===== config.mk =====
export PLATFORM = sky130hd
export DESIGN_NAME = dldb_seq
export DESIGN_NICKNAME = d
export VERILOG_FILES = /design/src/sv/dldb_pkg.sv /design/src/sv/dldb_seq.sv
export SDC_FILE = /design/constraint.sdc
export NUM_CORES = 1
export LEC_CHECK = 0
export ABC_CLOCK_PERIOD_IN_PS = 2200
export BUFFER_PORTS_ARGS = -buffer_cell sky130_fd_sc_hd__buf_2
export CAP_MARGIN = 15
export CORE_AREA = 2 2 39 41
export DETAILED_ROUTE_END_ITERATION = 12
export DIE_AREA = 0 0 41 43
export SYNTH_ARGS = -nofsm -noshare
export SYNTH_HDL_FRONTEND = slang
export SYNTH_SLANG_ARGS = --single-unit

===== constraint.sdc =====
create_clock -name clk -period 2.2 [get_ports clk]
set_clock_uncertainty 0.2 [all_clocks]
set_input_delay 0.22 -clock clk [delete_from_list [all_inputs] [get_ports clk]]
set_output_delay 0.22 -clock clk [all_outputs]
set_load 0.02 [all_outputs]

===== src/sv/dldb_pkg.sv =====
// Shared constants, types and microcode store for the decimal-to-display byte unit.
`default_nettype none

package dldb_pkg;

  // Display command and character codes
  localparam logic [7:0] CMD_SET_ADDR = 8'h80;
  localparam logic [7:0] ROW2_OFFSET  = 8'h40;
  localparam logic [7:0] ASCII_ZERO   = 8'h30;

  // Field widths
  localparam int VALUE_W  = 24;
  localparam int COUNT_W  = 3;
  localparam int COLUMN_W = 6;

  // Largest count the digit-count field can carry
  localparam int COUNT_FIELD_MAX = 7;
  localparam int MAX_DIGITS_DEF  = 7;

  // Divide by ten: q = (v * RECIP) >> SHIFT, exact for every 24-bit v
  localparam logic [VALUE_W-1:0] DIV10_RECIP = 24'hCCCCCD;
  localparam int                 DIV10_SHIFT = 27;

  // Microprogram step addresses
  localparam logic [1:0] STEP_LOAD = 2'd0;
  localparam logic [1:0] STEP_DIV  = 2'd1;
  localparam logic [1:0] STEP_CMD  = 2'd2;
  localparam logic [1:0] STEP_DIG  = 2'd3;

  // Jump conditions
  localparam logic [2:0] COND_NONE        = 3'd0;
  localparam logic [2:0] COND_IN_CNT_ZERO = 3'd1;
  localparam logic [2:0] COND_CNT_ZERO    = 3'd2;
  localparam logic [2:0] COND_DIV_DONE    = 3'd3;
  localparam logic [2:0] COND_DIG_LAST    = 3'd4;

  typedef struct packed {
    logic       wait_in;   // hold until an input transfer is offered
    logic       wait_out;  // hold until the output register is free
    logic       load;
    logic       div;
    logic       emit_cmd;
    logic       emit_dig;
    logic [2:0] cond;
    logic [1:0] tgt;       // taken when cond is true
    logic [1:0] fall;      // taken otherwise
  } ucode_t;

  // Datapath strobes, already gated by the sequencer
  typedef struct packed {
    logic load;
    logic div;
    logic emit_cmd;
    logic emit_dig;
  } dp_ctl_t;

  // Datapath flags seen by the sequencer
  typedef struct packed {
    logic out_free;
    logic in_cnt_zero;
    logic cnt_zero;
    logic div_done;
    logic dig_last;
  } dp_stat_t;

  function automatic ucode_t ucode_rom(input logic [1:0] step);
    ucode_t w;
    w = '0;
    case (step)
      STEP_LOAD: begin
        w.wait_in = 1'b1;
        w.load    = 1'b1;
        w.cond    = COND_IN_CNT_ZERO;
        w.tgt     = STEP_CMD;
        w.fall    = STEP_DIV;
      end
      STEP_DIV: begin
        w.div  = 1'b1;
        w.cond = COND_DIV_DONE;
        w.tgt  = STEP_CMD;
        w.fall = STEP_DIV;
      end
      STEP_CMD: begin
        w.wait_out = 1'b1;
        w.emit_cmd = 1'b1;
        w.cond     = COND_CNT_ZERO;
        w.tgt      = STEP_LOAD;
        w.fall     = STEP_DIG;
      end
      STEP_DIG: begin
        w.wait_out = 1'b1;
        w.emit_dig = 1'b1;
        w.cond     = COND_DIG_LAST;
        w.tgt      = STEP_LOAD;
        w.fall     = STEP_DIG;
      end
      default: begin
        w.fall = STEP_LOAD;
      end
    endcase
    return w;
  endfunction

endpackage

`default_nettype wire


===== src/sv/dldb_seq.sv =====
// Microcode sequencer: step counter, control store and conditional jumps.
`default_nettype none

module dldb_seq
  import dldb_pkg::*;
(
  input  wire logic     clk,
  input  wire logic     rst_n,
  input  wire logic     in_valid,
  input  wire dp_stat_t stat,
  output logic          in_ready,
  output dp_ctl_t       ctl
);

  logic [1:0] step_r, step_nxt;
  ucode_t     w;
  logic       stall;
  logic       cond_true;

  always_comb begin
    w     = ucode_rom(step_r);
    stall = (w.wait_in && !in_valid) || (w.wait_out && !stat.out_free);
    case (w.cond)
      COND_NONE:        cond_true = 1'b0;
      COND_IN_CNT_ZERO: cond_true = stat.in_cnt_zero;
      COND_CNT_ZERO:    cond_true = stat.cnt_zero;
      COND_DIV_DONE:    cond_true = stat.div_done;
      COND_DIG_LAST:    cond_true = stat.dig_last;
      default:          cond_true = 1'b0;
    endcase
    if (stall) begin
      step_nxt = step_r;
    end else if (cond_true) begin
      step_nxt = w.tgt;
    end else begin
      step_nxt = w.fall;
    end
    in_ready     = w.wait_in;
    ctl.load     = w.load && !stall;
    ctl.div      = w.div && !stall;
    ctl.emit_cmd = w.emit_cmd && !stall;
    ctl.emit_dig = w.emit_dig && !stall;
  end

  always_ff @(posedge clk) begin
    if (!rst_n) begin
      step_r <= STEP_LOAD;
    end else begin
      step_r <= step_nxt;
    end
  end

endmodule

`default_nettype wire


==> metrics, run 1 <==
row count 14; Final period util 69.2%; TNS Setup 0 ps; leakage roughly 0.12 nW; cells after synthesis 19; fillers between 150 and 200; CP Max Fanout 9; Peak Freq between 600 and 700 MHz; GRT Total Usage between 6 and 7%; RSZ-0062 raised after global routing no; antenna cells 0; Adder-Cell Fraction of Synth Area 0%; Seq/Total Area, Yosys 24.2%; Clock transition at path regs around 30 ps; main combinational cell family by area after synthesis simple AND/OR/NAND/NOR gates; Synth Area in XOR/XNOR 0%; Area contributors post-synth dfxtp_1, mux4_2, buf_6; critical-path cell with the highest stage delay dfxtp_1; grt ovf 0; syn_area_per_cell 8.69 um^2; multiplexer share of the synthesized area between 20% and 30%; DP Wirelength between 300 and 400 um; area of the mapped netlist approximately 170 um^2; worst hold path type in -> reg; Slew Viols, Final 0; r2r worst-path depth 2; Total Wirelength 428 um; Yosys reg bits 2; core area between 1000 and 1500 um^2; register area 40.0 um^2; drt drc 0; CTS tree done; final setup vio count 0; Worst Path Required approximately 1800 ps; share of post-route cells with drive strength above 1 roughly 55%; RR Startpoint step_r[0]$_SDFFE_PN0N_; Post-CTS Hold Buffers 0; crit-path cells nor2_1 -> and2_1 -> buf_2; DR vias about 190; 1st-iter DRT viols 0; syn nets 27; relative slew slack 81.0%; endpoint class of the critical path output pin; Vias/cell between 3 and 4; wire per inst 8.73 um; Reg with most FFs step_r; Clock Sinks 2; total I/O pin count 13; R2R setup slack about 800 ps; end of the worst hold path step_r[0]$_SDFFE_PN0N_; VDD IR max about 0.16 mV; largest net degree at the start of global routing 10; Final nets 43; Max stage delay on crit path between 400 and 500 ps; max reg flops 2; fin crit period roughly 1500 ps; delay-heaviest family, CP flip-flops; area delta synth->final 55.3%; simple-gate share of the synthesized area a little over a quarter; compound-cell area share of the yosys netlist between 10% and 20%; non-filler cells in the finished layout 49; power density of the placed cells ~700 nW/um^2; max_cap viols 0; antenna violations before repair 0; multi-input combinational cell area around 110 um^2; placer congestion estimate 0.819; placed instance count 46; crit path DAT 1100 ps; Synth cell types 14; CP Buf/Inv Count 1; Die Height 43 um; Final ANT Viol Nets 0; root buffer cell clkbuf_4; Final Hold Viols 0; hold path cells 3; run status finished clean; vias in the first global route ~170; Crit Path Category reg -> out; clk_lat worst skew 220 ps; cell taking the most area after synthesis dfxtp_1; initial core utilization a little under an eighth; die area between 1500 and 2000 um^2; HP Start rst_n; Die Width around 41 um; post_cts resized 0; post-CTS setup buffers 0; pin slew with the least headroom to its limit roughly 280 ps; synth warn 0; total CTS buffers 3; Setup crit start kind register; H-tree depth 1; share of the synthesized area in the top cell type around a quarter; biggest regs step_r (2); Initial DRT Pass Iterations 1; reg-to-reg endpoint step_r[0]$_SDFFE_PN0N_; port bufs 12; clk buf depth 2; first-pass GRT wire length ~680 um
==> cell usage in the layout (no fill, tap or decap) <==
cell type and n:
buf_2 12, and2_1 1, o221a_2 1, dfxtp_1 2, nor2_1 2, and3_1 1
o21ai_0 2, mux4_2 1, a21oi_1 1, mux2_2 1, mux2i_1 1, clkbuf_4 3
nand2_1 3, nor2b_1 1, nand2b_1 1
==> stage by stage <==
stage,hold slack (ps),utilization (%),cell area [um^2],worst slack (ps),power [W]
after CTS,48.5,18.5,256,660,0.000187
after global routing,46.1,18.5,256,588,0.000199
after floorplan,158,-,165,750,0.0000853
final,51.0,18.5,256,678,0.000180
after detailed placement,286,16.9,234,772,0.000101
after global placement,289,16.9,234,808,0.000100
==> cell families (layout without fill, tap and decap cells) <==
family,after synthesis,in the layout
compound gates,4,4
buf+inv,1,15
simple gates,9,9
flops,2,2
mux,3,3
==> where the power goes <==
part,total (W),switching (W),internal (W),leakage (nW)
logic,0.0000507,0.0000254,0.0000253,0.0929
clock network,0.0000800,0.0000199,0.0000601,0.0138
registers,0.0000494,0.00000871,0.0000407,0.0165
==> final cells by class <==
| class | count | area share [%] |
|---|---|---|
| timing repair buffer | 12 | 23.4 |
| clock buffer | 3 | 8.78 |
| tap | 16 | 7.80 |
| sequential | 2 | 15.6 |
| multi-input combinational | 16 | 44.4 |
==> worst max-delay path by stage <==
stage,to,slack [ps],from,cells after the start
6_report,ctl[3],680,step_r[0]$_SDFFE_PN0N_,3
5_1_grt,ctl[3],590,step_r[0]$_SDFFE_PN0N_,3
4_1_cts,ctl[3],660,step_r[0]$_SDFFE_PN0N_,3
3_5_place_dp,step_r[0]$_SDFFE_PN0N_,770,step_r[0]$_SDFFE_PN0N_,2
3_3_place_gp,step_r[0]$_SDFFE_PN0N_,810,step_r[0]$_SDFFE_PN0N_,2
2_1_floorplan,ctl[3],750,step_r[0]$_SDFFE_PN0N_,3
==> layer usage <==
| metal | global-route usage, % | vias up | share of wire (%) |
|---|---|---|---|
| li1 | - | 97 | - |
| met1 | 7.42 | 87 | 41 |
| met2 | 6.88 | 9 | 49 |
| met3 | 4.71 | 0 | 9.8 |
| met4 | 8.00 | 0 | 0 |
| met5 | 0 | - | 0 |
==> worst register-to-register path, delay by kind of cell (launching register included) <==
kind / cells / cell delay, ps
muxes: 1 / 540
DFF: 1 / 470
AOI/OAI and AO/OA: 1 / 140
==> cells in the mapped netlist, drive strengths merged <==
cell    n
nor2b   1
and2    1
dfxtp   2
buf     1
nor2    2
mux4    1
nand2b  1
o21ai   2
mux2i   1
mux2    1
o221a   1
and3    1
a21oi   1
nand2   3
Power figures use the tool's default switching activity.
==> run 2, diff against run 1 <==
ABC_AREA = 1   (was not set)
ABC_CLOCK_PERIOD_IN_PS = 1500   (was 2200)
clock period = 1.5 ns   (was 2.2 ns; I/O delays follow)
==> run 2 against run 1 <==
  * Cell count increased by 33%
  * Setup slack got worse by 570 ps
  * Final area increased by 17%
  * Utilization increased by 3.2 points
  * Via count increased by 28%
  * Clock power increased by 44%
  * Critical path type unchanged
==> metrics, run 2 <==
run status finished clean; Reg with most FFs step_r; Yosys reg bits 2; critical-path cell with the highest stage delay dfxtp_2; clk_lat worst skew around 220 ps; CP Max Fanout 6; synth warn 0; most frequent cells in the layout buf_2, nor2_1, nand2_1; CTS tree done; delay-heaviest family, CP flip-flops; Final nets 59; VDD IR max roughly 0.53 mV; Seq/Total Area, Yosys ~22%; primary flip-flop cell chosen by synthesis mapping dfxtp_1; port bufs 12; Crit Path Category reg -> out; cells after synthesis 32; syn nets 40; core area around 1400 um^2; area delta synth->final 64.4%; wire per inst between 7 and 8 um; non-filler cells in the finished layout 65; Final ANT Viol Nets 0; vias in the first global route about 230; TNS Setup 0 ps; hold path cells 4; pin slew with the least headroom to its limit ~190 ps; power density of the placed cells 1910 nW/um^2; placer congestion estimate roughly 0.68; die area around 1800 um^2; root buffer cell clkbuf_4; share of the synthesized area in the top cell type 21.9%; Async S/R FF share, synth 0%; biggest regs step_r (2); HP Start in_valid; Synth cell types 12; Area contributors post-synth dfxtp_1, nor2_1, nand2_1; max_cap viols 0; final setup vio count 0; CP Buf/Inv Count 2; area of the mapped netlist approximately 180 um^2; synth cell count leaders nor2_1, nand2_1, inv_1, nand3_1; total I/O pin count 13; Final Hold Viols 0; 1st-iter DRT viols 3; Die Height approximately 43 um; Max stage delay on crit path 390 ps; max reg flops 2; Clock Sinks 2; share of post-route cells with drive strength above 1 42.9%; leakage between 0.15 and 0.2 nW; Peak Freq a little over 700 MHz; cell taking the most area after synthesis dfxtp_1; DR vias about 250; Slew Viols, Final 0; R2R setup slack about 230 ps; Vias/cell 3.80; RR Startpoint step_r[1]$_SDFFE_PN0N_; post-CTS setup buffers 0; antenna violations before repair 0; largest net degree at the start of global routing 7; Die Width slightly above 40 um; Setup crit start kind register; total power draw roughly 0.00057 W; Final period util 92.6%; Clock transition at path regs around 30 ps; relative slew slack approximately 87%; antenna cells 0; Total Wirelength ~470 um; total CTS buffers 3; placed instance count slightly above 60; clk buf depth 2; first-pass GRT wire length around 790 um; worst hold path type in -> reg; grt ovf 0; commonest non-fill, non-tap cell in the layout buf_2; crit-path cells inv_2 -> nor3_1 -> buf_2; Initial DRT Pass Iterations 2; utilization after layout around 22%; initial core utilization between 10% and 20%; row count 14; H-tree depth 1; end of the worst hold path step_r[0]$_SDFFE_PN0N_; Crit. path cell count 3; most numerous cell in the Yosys netlist nor2_1; Worst Path Required roughly 1200 ps; crit path DAT approximately 1000 ps; RSZ-0062 raised after global routing no; r2r worst-path depth 8; syn_area_per_cell roughly 5.7 um^2; number of synthesized flops with an enable pin 0; fin crit period 1390 ps; endpoint class of the critical path output pin; drt drc 0; GRT Total Usage between 7 and 8%; reg-to-reg endpoint step_r[1]$_SDFFE_PN0N_; CP Launch Point step_r[0]$_SDFFE_PN0N_
-- run 2: cell count changes after synthesis, sizes merged, moves of 2 or more --
cell / before / now
nor2: 2 / 8
nor3: 0 / 2
nand2: 3 / 6
inv: 0 / 6
nand3: 0 / 4
-- run 2: area by class of cell --
| cell class | count | area (um^2) |
|---|---|---|
| multi-input combinational | 23 | 109 |
| fill | 170 | 1080 |
| tap | 16 | 20.0 |
| inverter | 6 | 22.5 |
| clock buffer | 3 | 22.5 |
| timing repair buffer | 15 | 85.1 |
| sequential | 2 | 41.3 |
-- run 2: worst max path at each step --
stage / endpoint
after global placement: step_r[1]$_SDFFE_PN0N_
after floorplan: ctl[0]
after CTS: ctl[0]
after detailed placement: step_r[1]$_SDFFE_PN0N_
final: ctl[0]
after global routing: ctl[1]
-- run 2: cell families (layout without fill, tap and decap cells) --
logic type,Yosys count,after routing,share of synthesized area (%)
buf+inv,7,24,18.5
compound gates,3,3,10.3
flops,2,2,21.9
simple gates,20,20,49.3
-- run 2: timing repair --
item | 4_1_cts | 5_1_grt
setup endpoints to repair | 0 | 1
resized for setup | 0 | 1
hold endpoints to repair | 2 | 0
hold buffers | 1 | 0
-- run 2: where the power goes --
| part | leakage [nW] | switching (W) | internal, W | total (W) |
|---|---|---|---|---|
| clock network | 0.0138 | 0.0000270 | 0.0000879 | 0.000115 |
| registers | 0.0169 | 0.0000387 | 0.0000805 | 0.000119 |
| logic | 0.141 | 0.000206 | 0.000134 | 0.000340 |
| total | 0.172 | 0.000272 | 0.000302 | 0.000574 |
-- run 2: through the flow --
stage	area (um^2)	setup slack, ps	hold WS (ps)
4_1_cts	299	6.59	140
2_1_floorplan	183	142	70.7
3_5_place_dp	267	220	196
5_1_grt	300	11.4	192
3_3_place_gp	267	215	196
6_report	300	111	135
-- run 2: routing by layer --
layer	wire, um	global-route usage [%]	vias to the layer above
met2	263	10.0	4
li1	-	-	137
met4	0	10.0	0
met1	184	6.37	106
met5	0	0	-
met3	26	3.14	0
-- run 2: tightest hold or removal path, delay by kind of cell --
family,cells,cell delay [ps]
AOI/OAI and AO/OA,1,70
buffers and inverters,1,90
and+or+nand+nor,2,200
==> run 3, diff against run 2 <==
RECOVER_POWER = 50   (was not set)
==> run 3 against run 2 <==
  * Final area fell by 0.83%
  * Register-to-register slack barely moved
  * Clock power barely moved
  * First-iteration DRC count did not move
  * Maximum frequency barely moved
  * Die area did not move
  * Sequential power barely moved
  * Global-route usage did not move
  * Non-clock buffer count did not move
==> metrics, run 3 (synthesis results as in run 2) <==
crit path DAT between 1000 and 1500 ps; Clock transition at path regs around 30 ps; antenna violations before repair 0; R2R setup slack 230 ps; row count 14; run status finished clean; fillers ~170; root buffer cell clkbuf_4; Final nets 59; clk_lat worst skew 220 ps; Final Hold Viols 0; multi-input combinational cell area 109 um^2; Final period util 92.6%; relative slew slack a little over four fifths; worst hold path type in -> reg; Die Width 41 um; Peak Freq approximately 720 MHz; leakage about 0.17 nW; Vias/cell about 3.8; port bufs 12; TNS Setup 0 ps; Setup crit start kind register; Reg with most FFs step_r; power density of the placed cells between 1500 and 2000 nW/um^2; max reg flops 2; total I/O pin count 13; commonest non-fill, non-tap cell in the layout buf_2; VDD IR max about 0.53 mV; Slew Viols, Final 0; clk buf depth 2; Worst Path Required 1150 ps; endpoint class of the critical path output pin; biggest regs step_r (2); CP Max Fanout 6; share of post-route cells with drive strength above 1 about 39%; fin crit period about 1400 ps; die area roughly 1800 um^2; DR vias 247; non-filler cells in the finished layout 65; grt ovf 0; register area 41.3 um^2; total power draw 0.000568 W; pin slew with the least headroom to its limit ~250 ps; Final ANT Viol Nets 0; 1st-iter DRT viols 3; max_cap viols 0; Initial DRT Pass Iterations 2; placer congestion estimate around 0.68; utilization after layout a little over a fifth; Die Height 43 um; final setup vio count 0; core area approximately 1400 um^2; wire per inst 7.29 um; placed instance count slightly above 60; antenna cells 0; vias in the first global route between 200 and 250; Total Wirelength around 470 um; initial core utilization 13.2%; largest net degree at the start of global routing 7; total CTS buffers 3; drt drc 0; CTS tree done; area delta synth->final 63.0%; RSZ-0062 raised after global routing no; H-tree depth 1; Crit Path Category reg -> out; GRT Total Usage between 7 and 8%; first-pass GRT wire length 793 um; most frequent cells in the layout buf_2, nor2_1, nand2_1; Clock Sinks 2; post-CTS setup buffers 0
-- run 3: critical path, stage by stage (launching register included) --
cell,delay [ps]
dfxtp_2,390
inv_2,70
nor3_1,180
buf_2,190
-- run 3: through the flow --
stage	hold WS, ps	area [um^2]	setup slack, ps
after floorplan	70.7	183	142
after global placement	196	267	215
after detailed placement	196	267	220
after CTS	140	299	6.59
after global routing	192	298	11.4
final	135	298	111
-- run 3: where the power goes --
group | internal, W | switching [W]
clock network | 0.0000879 | 0.0000270
logic | 0.000127 | 0.000207
registers | 0.0000805 | 0.0000387
-- run 3: layout make-up --
type / count / area share [%]
clock buffer: 3 / 7.56
inverter: 6 / 7.56
multi-input combinational: 23 / 36.6
sequential: 2 / 13.9
tap: 16 / 6.72
timing repair buffer: 15 / 27.7
-- run 3: routing by layer --
metal | GRT usage (%) | vias to the layer above | part of all wire, %
li1 | - | 137 | -
met1 | 6.37 | 106 | 39
met2 | 10.0 | 4 | 55
met5 | 0 | - | 0
met3 | 3.14 | 0 | 5.5
met4 | 10.0 | 0 | 0
-- run 3: final timing paths --
kind	from	endpoint	cells past startpoint
setup / recovery	step_r[0]$_SDFFE_PN0N_	ctl[0]	3
hold / removal	in_valid	step_r[0]$_SDFFE_PN0N_	4
setup reg to reg	step_r[1]$_SDFFE_PN0N_	step_r[1]$_SDFFE_PN0N_	8
hold reg to reg	step_r[1]$_SDFFE_PN0N_	step_r[1]$_SDFFE_PN0N_	2
-- run 3: what timing repair did --
item / 4_1_cts / 5_1_grt
setup endpoints to repair: 0 / 1
hold buffers: 1 / 0
endpoints found under the hold margin: 2 / 0
gates resized for setup: 0 / 1
